<file path="config.mk">
export PLATFORM = sky130hd
export DESIGN_NAME = visual_fix_gate_loss_tracker_core_flat
export DESIGN_NICKNAME = d
export VERILOG_FILES = /design/src/rtl/core/vfg_pkg.sv /design/src/rtl/core/vfg_if.sv /design/src/rtl/core/visual_fix_gate_loss_tracker_core.sv /design/src/flat_wrapper.sv
export SDC_FILE = /design/constraint.sdc
export NUM_CORES = 2
export LEC_CHECK = 0
export ABC_AREA = 1
export BUFFER_PORTS_ARGS = -buffer_cell sky130_fd_sc_hd__buf_4
export CORE_MARGIN = 3
export CORE_UTILIZATION = 50
export DETAILED_ROUTE_END_ITERATION = 6
export PLACE_DENSITY = 0.66
export SYNTH_ARGS = -nofsm -noshare
export SYNTH_HDL_FRONTEND = slang
export SYNTH_SLANG_ARGS = --single-unit
</file>
<file path="constraint.sdc">
create_clock -name clk -period 12.69 [get_ports clk]
set_input_delay 1.269 -clock clk [delete_from_list [all_inputs] [get_ports clk]]
set_output_delay 1.269 -clock clk [all_outputs]
set_load 0.01 [all_outputs]
</file>
<file path="src/rtl/core/vfg_pkg.sv">
// Shared constants for the visual fix gate and loss tracker.
// Holds register indexes, item mode codes, loss codes and fixed widths; no dependencies.
`default_nettype none

package vfg_pkg;

  // Fixed register widths
  localparam int JUMP_W     = 23;
  localparam int TIMEOUT_W  = 32;
  localparam int CFG_IDX_W  = 2;
  localparam int CFG_DATA_W = 32;
  localparam int SQ_W       = 2 * JUMP_W;

  // Register indexes on the configuration channel
  localparam logic [CFG_IDX_W-1:0] CFG_MAX_JUMP  = 2'd0;
  localparam logic [CFG_IDX_W-1:0] CFG_SHORT_TMO = 2'd1;
  localparam logic [CFG_IDX_W-1:0] CFG_LONG_TMO  = 2'd2;

  // Register reset values
  localparam logic [JUMP_W-1:0]    MAX_JUMP_RST  = 23'd1000;
  localparam logic [SQ_W-1:0]      MAX_SQ_RST    = 46'd1000000;
  localparam logic [TIMEOUT_W-1:0] SHORT_TMO_RST = 32'd500;
  localparam logic [TIMEOUT_W-1:0] LONG_TMO_RST  = 32'd2000;

  // Request modes; the unused code behaves as a tick
  localparam logic [1:0] MODE_TICK  = 2'd0;
  localparam logic [1:0] MODE_FIX   = 2'd1;
  localparam logic [1:0] MODE_CLEAR = 2'd2;

  // Loss levels
  localparam logic [1:0] LOSS_FRESH = 2'd0;
  localparam logic [1:0] LOSS_SHORT = 2'd1;
  localparam logic [1:0] LOSS_LONG  = 2'd2;

endpackage

`default_nettype wire

</file>
<file path="src/rtl/core/vfg_if.sv">
// Valid/ready channel interfaces for the visual fix gate and loss tracker.
// Depends on vfg_pkg for the configuration channel widths.
`default_nettype none

interface vfg_in_if #(
  parameter int POS_BITS  = 24,
  parameter int TIME_BITS = 32
);
  logic                        valid;
  logic                        ready;
  logic [1:0]                  mode;
  logic [TIME_BITS-1:0]        stamp_ms;
  logic signed [POS_BITS-1:0]  north_mm;
  logic signed [POS_BITS-1:0]  east_mm;
  logic signed [POS_BITS-1:0]  down_mm;
  logic                        currently_seen;

  modport source (output valid, mode, stamp_ms, north_mm, east_mm, down_mm,
                  currently_seen, input ready);
  modport sink   (input valid, mode, stamp_ms, north_mm, east_mm, down_mm,
                  currently_seen, output ready);
endinterface

interface vfg_out_if #(
  parameter int POS_BITS = 24
);
  logic                        valid;
  logic                        ready;
  logic                        fix_accepted;
  logic                        fix_fresh;
  logic signed [POS_BITS-1:0]  held_north_mm;
  logic signed [POS_BITS-1:0]  held_east_mm;
  logic signed [POS_BITS-1:0]  held_down_mm;
  logic [1:0]                  loss_level;

  modport source (output valid, fix_accepted, fix_fresh, held_north_mm, held_east_mm,
                  held_down_mm, loss_level, input ready);
  modport sink   (input valid, fix_accepted, fix_fresh, held_north_mm, held_east_mm,
                  held_down_mm, loss_level, output ready);
endinterface

interface vfg_cfg_if;
  logic                             valid;
  logic                             ready;
  logic [vfg_pkg::CFG_IDX_W-1:0]    index;
  logic [vfg_pkg::CFG_DATA_W-1:0]   data;

  modport source (output valid, index, data, input ready);
  modport sink   (input valid, index, data, output ready);
endinterface

`default_nettype wire

</file>
<file path="src/rtl/core/visual_fix_gate_loss_tracker_core.sv">
// Visual fix gate and loss tracker: one result per request, held fix state in flops.
// Depends on vfg_pkg and the channel interfaces in vfg_if.sv.
//
// Rate: one request per clock cycle, sustained while the result sink is ready. A
// request is captured in an input register; one pass of logic (position differences,
// two 23x23 squares, the jump compare and the age compares against the timeouts)
// decides acceptance, updates the held fix and fills the result register. The held
// fix is read and written in the cycle of that pass, so consecutive requests see each
// other's updates without stalls. The result register parts the two channels: a new
// request is taken into a free input register while a result waits. Configuration
// writes are taken every cycle and must come while no request is in flight; the
// squared jump limit is formed at write time.
`default_nettype none

module visual_fix_gate_loss_tracker_core #(
  parameter int POS_BITS  = 24,
  parameter int TIME_BITS = 32
) (
  input  wire       clk,
  input  wire       rst_n,
  vfg_in_if.sink    in_ch,
  vfg_out_if.source out_ch,
  vfg_cfg_if.sink   cfg_ch
);

  localparam int JW     = vfg_pkg::JUMP_W;
  localparam int SQW    = vfg_pkg::SQ_W;
  localparam int TW     = vfg_pkg::TIMEOUT_W;
  localparam int CMP_W  = (POS_BITS > JW) ? POS_BITS : JW;
  localparam int AGE_W  = (TIME_BITS > TW) ? TIME_BITS : TW;

  // Configuration registers
  logic [JW-1:0]  max_jump_r;
  logic [SQW-1:0] max_sq_r;
  logic [TW-1:0]  short_tmo_r;
  logic [TW-1:0]  long_tmo_r;

  // Input register
  logic                        s1_valid_r;
  logic [1:0]                  s1_mode_r;
  logic [TIME_BITS-1:0]        s1_stamp_r;
  logic [POS_BITS-1:0]         s1_north_r;
  logic [POS_BITS-1:0]         s1_east_r;
  logic [POS_BITS-1:0]         s1_down_r;
  logic                        s1_seen_r;

  // Held fix
  logic                 have_fix_r;
  logic [POS_BITS-1:0]  held_north_r;
  logic [POS_BITS-1:0]  held_east_r;
  logic [POS_BITS-1:0]  held_down_r;
  logic [TIME_BITS-1:0] held_stamp_r;

  logic                 have_fix_nxt;
  logic [POS_BITS-1:0]  held_north_nxt;
  logic [POS_BITS-1:0]  held_east_nxt;
  logic [POS_BITS-1:0]  held_down_nxt;
  logic [TIME_BITS-1:0] held_stamp_nxt;

  // Result register
  logic                 out_valid_r;
  logic                 out_accepted_r;
  logic                 out_fresh_r;
  logic [1:0]           out_loss_r;
  logic                 accepted_nxt;
  logic                 fresh_nxt;
  logic [1:0]           loss_nxt;

  logic advance;

  // Datapath terms
  logic [POS_BITS:0]    diff_n;
  logic [POS_BITS:0]    diff_e;
  logic [POS_BITS:0]    absx_n;
  logic [POS_BITS:0]    absx_e;
  logic [CMP_W-1:0]     dist_n;
  logic [CMP_W-1:0]     dist_e;
  logic [CMP_W-1:0]     jump_x;
  logic [JW-1:0]        dn_j;
  logic [JW-1:0]        de_j;
  logic [SQW-1:0]       sq_n;
  logic [SQW-1:0]       sq_e;
  logic [SQW:0]         sq_sum;
  logic                 axis_far;
  logic                 radial_far;
  logic                 stamp_older;
  logic [TIME_BITS-1:0] age;
  logic [AGE_W-1:0]     age_x;
  logic [AGE_W-1:0]     short_x;
  logic [AGE_W-1:0]     long_x;
  logic                 in_window;
  logic                 fix_ok;
  logic                 fresh_old;
  logic [1:0]           loss_old;

  assign advance       = s1_valid_r && (!out_valid_r || out_ch.ready);
  assign in_ch.ready   = !s1_valid_r || advance;
  assign cfg_ch.ready  = 1'b1;

  // Configuration writes; square the jump limit as it lands
  always_ff @(posedge clk) begin
    if (!rst_n) begin
      max_jump_r  <= vfg_pkg::MAX_JUMP_RST;
      max_sq_r    <= vfg_pkg::MAX_SQ_RST;
      short_tmo_r <= vfg_pkg::SHORT_TMO_RST;
      long_tmo_r  <= vfg_pkg::LONG_TMO_RST;
    end else if (cfg_ch.valid) begin
      case (cfg_ch.index)
        vfg_pkg::CFG_MAX_JUMP: begin
          max_jump_r <= cfg_ch.data[JW-1:0];
          max_sq_r   <= SQW'(cfg_ch.data[JW-1:0]) * SQW'(cfg_ch.data[JW-1:0]);
        end
        vfg_pkg::CFG_SHORT_TMO: short_tmo_r <= cfg_ch.data[TW-1:0];
        vfg_pkg::CFG_LONG_TMO:  long_tmo_r  <= cfg_ch.data[TW-1:0];
        default: ;
      endcase
    end
  end

  // Capture a request when the input register frees up
  always_ff @(posedge clk) begin
    if (!rst_n) begin
      s1_valid_r <= 1'b0;
    end else if (in_ch.ready) begin
      s1_valid_r <= in_ch.valid;
    end
  end

  always_ff @(posedge clk) begin
    if (in_ch.ready && in_ch.valid) begin
      s1_mode_r  <= in_ch.mode;
      s1_stamp_r <= in_ch.stamp_ms;
      s1_north_r <= in_ch.north_mm;
      s1_east_r  <= in_ch.east_mm;
      s1_down_r  <= in_ch.down_mm;
      s1_seen_r  <= in_ch.currently_seen;
    end
  end

  // Horizontal jump against the held fix
  always_comb begin
    diff_n = {s1_north_r[POS_BITS-1], s1_north_r} - {held_north_r[POS_BITS-1], held_north_r};
    diff_e = {s1_east_r[POS_BITS-1], s1_east_r} - {held_east_r[POS_BITS-1], held_east_r};
    absx_n = diff_n[POS_BITS] ? (~diff_n + 1'b1) : diff_n;
    absx_e = diff_e[POS_BITS] ? (~diff_e + 1'b1) : diff_e;
    dist_n = CMP_W'(absx_n[POS_BITS-1:0]);
    dist_e = CMP_W'(absx_e[POS_BITS-1:0]);
    jump_x = CMP_W'(max_jump_r);
    axis_far = (dist_n > jump_x) || (dist_e > jump_x);
    // Squares only matter when both axes are within the limit, so their operands fit JW bits
    dn_j   = dist_n[JW-1:0];
    de_j   = dist_e[JW-1:0];
    sq_n   = SQW'(dn_j) * SQW'(dn_j);
    sq_e   = SQW'(de_j) * SQW'(de_j);
    sq_sum = {1'b0, sq_n} + {1'b0, sq_e};
    radial_far = sq_sum > {1'b0, max_sq_r};
  end

  // Age of the held fix at this request's time
  always_comb begin
    stamp_older = s1_stamp_r < held_stamp_r;
    age         = s1_stamp_r - held_stamp_r;
    age_x       = AGE_W'(age);
    short_x     = AGE_W'(short_tmo_r);
    long_x      = AGE_W'(long_tmo_r);
    in_window   = age_x <= long_x;
    fix_ok      = !have_fix_r || (!stamp_older && (!in_window || (!axis_far && !radial_far)));
    fresh_old   = have_fix_r && !stamp_older && (age_x <= short_x);
    if (s1_seen_r) begin
      loss_old = vfg_pkg::LOSS_FRESH;
    end else if (!have_fix_r || stamp_older || (age_x >= long_x)) begin
      loss_old = vfg_pkg::LOSS_LONG;
    end else begin
      loss_old = vfg_pkg::LOSS_SHORT;
    end
  end

  // Update the held fix and form the result
  always_comb begin
    have_fix_nxt   = have_fix_r;
    held_north_nxt = held_north_r;
    held_east_nxt  = held_east_r;
    held_down_nxt  = held_down_r;
    held_stamp_nxt = held_stamp_r;
    accepted_nxt   = 1'b0;
    fresh_nxt      = fresh_old;
    loss_nxt       = loss_old;
    case (s1_mode_r)
      vfg_pkg::MODE_CLEAR: begin
        have_fix_nxt   = 1'b0;
        held_north_nxt = '0;
        held_east_nxt  = '0;
        held_down_nxt  = '0;
        held_stamp_nxt = '0;
        fresh_nxt      = 1'b0;
        loss_nxt       = s1_seen_r ? vfg_pkg::LOSS_FRESH : vfg_pkg::LOSS_LONG;
      end
      vfg_pkg::MODE_FIX: begin
        if (fix_ok) begin
          have_fix_nxt   = 1'b1;
          held_north_nxt = s1_north_r;
          held_east_nxt  = s1_east_r;
          held_down_nxt  = s1_down_r;
          held_stamp_nxt = s1_stamp_r;
          accepted_nxt   = 1'b1;
          // The new fix has age zero
          fresh_nxt      = 1'b1;
          if (s1_seen_r) begin
            loss_nxt = vfg_pkg::LOSS_FRESH;
          end else if (long_tmo_r == '0) begin
            loss_nxt = vfg_pkg::LOSS_LONG;
          end else begin
            loss_nxt = vfg_pkg::LOSS_SHORT;
          end
        end
      end
      default: ;
    endcase
  end

  // Commit held state on each request that moves through
  always_ff @(posedge clk) begin
    if (!rst_n) begin
      have_fix_r   <= 1'b0;
      held_north_r <= '0;
      held_east_r  <= '0;
      held_down_r  <= '0;
      held_stamp_r <= '0;
    end else if (advance) begin
      have_fix_r   <= have_fix_nxt;
      held_north_r <= held_north_nxt;
      held_east_r  <= held_east_nxt;
      held_down_r  <= held_down_nxt;
      held_stamp_r <= held_stamp_nxt;
    end
  end

  // Result register; hold while the sink stalls
  always_ff @(posedge clk) begin
    if (!rst_n) begin
      out_valid_r <= 1'b0;
    end else if (advance) begin
      out_valid_r <= 1'b1;
    end else if (out_ch.ready) begin
      out_valid_r <= 1'b0;
    end
  end

  always_ff @(posedge clk) begin
    if (advance) begin
      out_accepted_r <= accepted_nxt;
      out_fresh_r    <= fresh_nxt;
      out_loss_r     <= loss_nxt;
    end
  end

  assign out_ch.valid         = out_valid_r;
  assign out_ch.fix_accepted  = out_accepted_r;
  assign out_ch.fix_fresh     = out_fresh_r;
  assign out_ch.loss_level    = out_loss_r;
  // Held position after the last committed request is what the result reports
  assign out_ch.held_north_mm = held_north_r;
  assign out_ch.held_east_mm  = held_east_r;
  assign out_ch.held_down_mm  = held_down_r;

endmodule

`default_nettype wire

</file>
<file path="src/flat_wrapper.sv">
// flat-port wrapper written by rule: the top's interface ports become plain ports
module visual_fix_gate_loss_tracker_core_flat 
#(
  parameter int POS_BITS  = 24,
  parameter int TIME_BITS = 32
)
  (clk, rst_n, in_ch_valid, in_ch_mode, in_ch_stamp_ms, in_ch_north_mm, in_ch_east_mm, in_ch_down_mm, in_ch_currently_seen, in_ch_ready, out_ch_valid, out_ch_fix_accepted, out_ch_fix_fresh, out_ch_held_north_mm, out_ch_held_east_mm, out_ch_held_down_mm, out_ch_loss_level, out_ch_ready, cfg_ch_valid, cfg_ch_index, cfg_ch_data, cfg_ch_ready);
  vfg_in_if #(.POS_BITS(POS_BITS), .TIME_BITS(TIME_BITS)) in_ch_i ();
  vfg_out_if #(.POS_BITS(POS_BITS)) out_ch_i ();
  vfg_cfg_if cfg_ch_i ();
  input  wire clk;
  input  wire rst_n;
  input wire logic [$bits(in_ch_i.valid)-1:0] in_ch_valid;
  input wire logic [$bits(in_ch_i.mode)-1:0] in_ch_mode;
  input wire logic [$bits(in_ch_i.stamp_ms)-1:0] in_ch_stamp_ms;
  input wire logic [$bits(in_ch_i.north_mm)-1:0] in_ch_north_mm;
  input wire logic [$bits(in_ch_i.east_mm)-1:0] in_ch_east_mm;
  input wire logic [$bits(in_ch_i.down_mm)-1:0] in_ch_down_mm;
  input wire logic [$bits(in_ch_i.currently_seen)-1:0] in_ch_currently_seen;
  output wire logic [$bits(in_ch_i.ready)-1:0] in_ch_ready;
  output wire logic [$bits(out_ch_i.valid)-1:0] out_ch_valid;
  output wire logic [$bits(out_ch_i.fix_accepted)-1:0] out_ch_fix_accepted;
  output wire logic [$bits(out_ch_i.fix_fresh)-1:0] out_ch_fix_fresh;
  output wire logic [$bits(out_ch_i.held_north_mm)-1:0] out_ch_held_north_mm;
  output wire logic [$bits(out_ch_i.held_east_mm)-1:0] out_ch_held_east_mm;
  output wire logic [$bits(out_ch_i.held_down_mm)-1:0] out_ch_held_down_mm;
  output wire logic [$bits(out_ch_i.loss_level)-1:0] out_ch_loss_level;
  input wire logic [$bits(out_ch_i.ready)-1:0] out_ch_ready;
  input wire logic [$bits(cfg_ch_i.valid)-1:0] cfg_ch_valid;
  input wire logic [$bits(cfg_ch_i.index)-1:0] cfg_ch_index;
  input wire logic [$bits(cfg_ch_i.data)-1:0] cfg_ch_data;
  output wire logic [$bits(cfg_ch_i.ready)-1:0] cfg_ch_ready;
  assign in_ch_i.valid = in_ch_valid;
  assign in_ch_i.mode = in_ch_mode;
  assign in_ch_i.stamp_ms = in_ch_stamp_ms;
  assign in_ch_i.north_mm = in_ch_north_mm;
  assign in_ch_i.east_mm = in_ch_east_mm;
  assign in_ch_i.down_mm = in_ch_down_mm;
  assign in_ch_i.currently_seen = in_ch_currently_seen;
  assign in_ch_ready = in_ch_i.ready;
  assign out_ch_valid = out_ch_i.valid;
  assign out_ch_fix_accepted = out_ch_i.fix_accepted;
  assign out_ch_fix_fresh = out_ch_i.fix_fresh;
  assign out_ch_held_north_mm = out_ch_i.held_north_mm;
  assign out_ch_held_east_mm = out_ch_i.held_east_mm;
  assign out_ch_held_down_mm = out_ch_i.held_down_mm;
  assign out_ch_loss_level = out_ch_i.loss_level;
  assign out_ch_i.ready = out_ch_ready;
  assign cfg_ch_i.valid = cfg_ch_valid;
  assign cfg_ch_i.index = cfg_ch_index;
  assign cfg_ch_i.data = cfg_ch_data;
  assign cfg_ch_ready = cfg_ch_i.ready;
  visual_fix_gate_loss_tracker_core #(.POS_BITS(POS_BITS), .TIME_BITS(TIME_BITS)) u_core (.clk(clk), .rst_n(rst_n), .in_ch(in_ch_i), .out_ch(out_ch_i), .cfg_ch(cfg_ch_i));
endmodule
</file>
==> results.txt <==
vias in the first global route = 55,900
Ys Warns = 0
number of max-cap violations = 0
worst min-delay path category = reg -> reg
remaining antenna violation count = 0
dpl cell area = 73,100 um^2
worst skew pair latency = 0.59 ns
PnR worst setup slack = 0.460 ns
Syn Nets = 10,100
CTS tree = built
failing checks = DRC
status = finished, violations left
first-pass GRT wire length = 296 mm
FFs w/ async S/R, synth = 0
Initial Util = 0.507
WS Path Type = reg -> reg
IO Pins = 225
met2 wire len = 90.7 mm
Data required, critical path = 13.10 ns
Final nets = 10,600
Slowest cell on crit path = fa_1
Die Ht = 372 um
Synth top area share = 0.374
Hold Path Cell Cnt = 2
Worst Tran Pin Value = 1.01 ns
Yosys cell types = 59
Max FO, Critical Path = 10
Syn Inst Count = 8,001
number of remaining DRC errors = 1
final core utilization = 0.580
GRT Total Usage = 0.272
count of final setup violators = 0
DR WL/cell = 18.0 um
Setup Slack @ Placement = -0.289 ns
gpl congestion = 0.971
Routed WL = 185 mm
HPWL after DPL = 154 mm
crit end category = register
vias per cell = 5.14
Slew headroom = 0.329
row count = 133
design area = 76,700 um^2
routed vias = 52,800
Inst Count DP = 10,100
Layout area overhead = 14.4%
largest net degree at the start of global routing = 97
Layout fillers = 11,800
IO Port Bufs = 223
crit-path most repeated cell = fa_1
Max Clock Freq = 81.8 MHz
antenna violations before repair = 4
DR top layer = met5
die span in x = 372 um
layout cells sized above 1 = 0.138
Largest stage delay, worst path = 0.58 ns
Synth area leaders = fa_1, ha_1, inv_1
DRT iter0 DRCs = 3,283
core box area = 132,000 um^2
Worst EP arrival = 12.64 ns
WL met1 = 75.8 mm
clk slew on worst S/H paths = 0.06 ns
Clock Path Buffers = 3
count leader, synth = inv_1
leading cell types by count after synthesis = inv_1, fa_1, nand2_1, ha_1, nor2_1
Slew Limit Fails = 0
Clock Skew = 0.0321 ns
multi-input logic area = 50,300 um^2
EDFF count, synth = 111
grt ovf = 0
Main synth FF type = dfxtp_1
CTS Buf Count = 39
Final Hold Viols = 0
CTS sink count = 349
Die Area = 138,000 um^2
area leader, netlist = fa_1
TritonRoute pass-1 iters = 7
H-tree lvl count = 2
final period utilization = 0.964
reg2reg path depth = 66
sequential share of the synthesized area = 0.121
mapped cell area = 67,000 um^2
post-synthesis sequential element count = 349
met3 routed WL = 11.8 mm
crit start category = register
FF/Latch Area = 8100 um^2
Finished Layout Cells = 10,300
hold buffer count at CTS = 0
Period minus WS final = 12.23 ns
Mean Syn Cell Area = 8.38 um^2
Clock Root Buffer = clkbuf_16
==> layer usage <==
layer / track usage / vias to the layer above
met4: 0.0859 / 4
met2: 0.467 / 1493
met1: 0.357 / 26100
met3: 0.0366 / 322
li1: - / 24900
met5: 0 / -
==> through the flow <==
stage / TNS, ns / hold WS (ns)
floorplan: 0 / 0.435
global placement: -0.504 / 0.448
detailed placement: -26.34 / 0.454
CTS: 0 / 0.462
global route: -5.26 / 0.479
finish: 0 / 0.460
==> area by class of cell <==
type                       count  share of cell area
timing repair buffer         679              0.0738
clock buffer                  46              0.0133
clock inverter                26             0.00450
antenna                        1           0.0000326
sequential                   349               0.106
multi-input combinational   5036               0.656
tap                         1755              0.0286
inverter                    2385               0.118
==> registers in the layout, summed over array words and instances (netlist names), 24 cells and up <==
name and count:
u_core.held_stamp_r 32, u_core.long_tmo_r 32, u_core.max_sq_r 45, u_core.out_ch.held_down_mm 24
u_core.out_ch.held_east_mm 24, u_core.out_ch.held_north_mm 24, u_core.s1_down_r 24, u_core.s1_east_r 24
u_core.s1_north_r 24, u_core.s1_stamp_r 32, u_core.short_tmo_r 32
==> cells by family (layout without fill, tap and decap cells) <==
kind of cell             after synthesis  count (layout)  share of synthesized area
AO/OA/AOI/OAI                        842             842                     0.0701
XOR/XNOR                             180             180                     0.0235
adder cells (fa/ha/maj)             1979            1979                      0.510
buffers and inverters               2617            3136                      0.148
flip-flops                           349             349                      0.121
other                                  1               2                  0.0000560
AND/OR/NAND/NOR                     2033            2034                      0.128
==> worst paths after layout <==
check,startpoint,endpoint,slack [ns]
hold / removal,u_core.held_stamp_r[2]$_SDFFE_PN0P_,u_core.held_stamp_r[2]$_SDFFE_PN0P_,0.46
setup reg to reg,u_core.s1_north_r[0]$_DFFE_PP_,u_core.held_stamp_r[29]$_SDFFE_PN0P_,0.46
hold reg to reg,u_core.held_stamp_r[2]$_SDFFE_PN0P_,u_core.held_stamp_r[2]$_SDFFE_PN0P_,0.46
setup / recovery,u_core.s1_north_r[0]$_DFFE_PP_,u_core.held_stamp_r[29]$_SDFFE_PN0P_,0.46
==> critical path, delay by kind of cell (launching register included) <==
kind            cells  cell delay (ns)
simple gates       23             2.57
buf+inv            17             1.92
compound gates     11             1.31
fa+ha+maj          13             5.54
flops               1             0.37
xor+xnor            2             0.32
==> cell usage in the layout (no fill, tap or decap), drive strengths merged, types with 2 or more instances in the layout <==
cell type / n
a21oi: 475
clkinvlp: 17
nor3: 29
buf: 673
a21o: 16
clkbuf: 52
clkinv: 26
or2: 18
a31oi: 24
a31o: 2
bufinv: 6
xor2: 120
nand2: 1141
edfxtp: 111
xnor2: 60
ha: 728
o211ai: 31
o221ai: 5
o21ai: 222
nor3b: 2
nor4: 12
a221oi: 5
nand3b: 14
a21boi: 12
nor2: 548
dfxtp: 238
nand3: 106
o31ai: 4
nand4: 163
fa: 1251
o21bai: 20
inv: 2362
a211oi: 7
o21a: 12
==> what timing repair did <==
action / CTS / global route
buffers inserted: 15 / 57
pin swaps: 22 / 149
endpoints found under the setup margin: 109 / 109
cloned: 2 / 6
resized for setup: 68 / 350
Power is left out: the tool's default activity adds up to more than one toggle a clock period on the data nets, which glitch-free logic cannot reach.
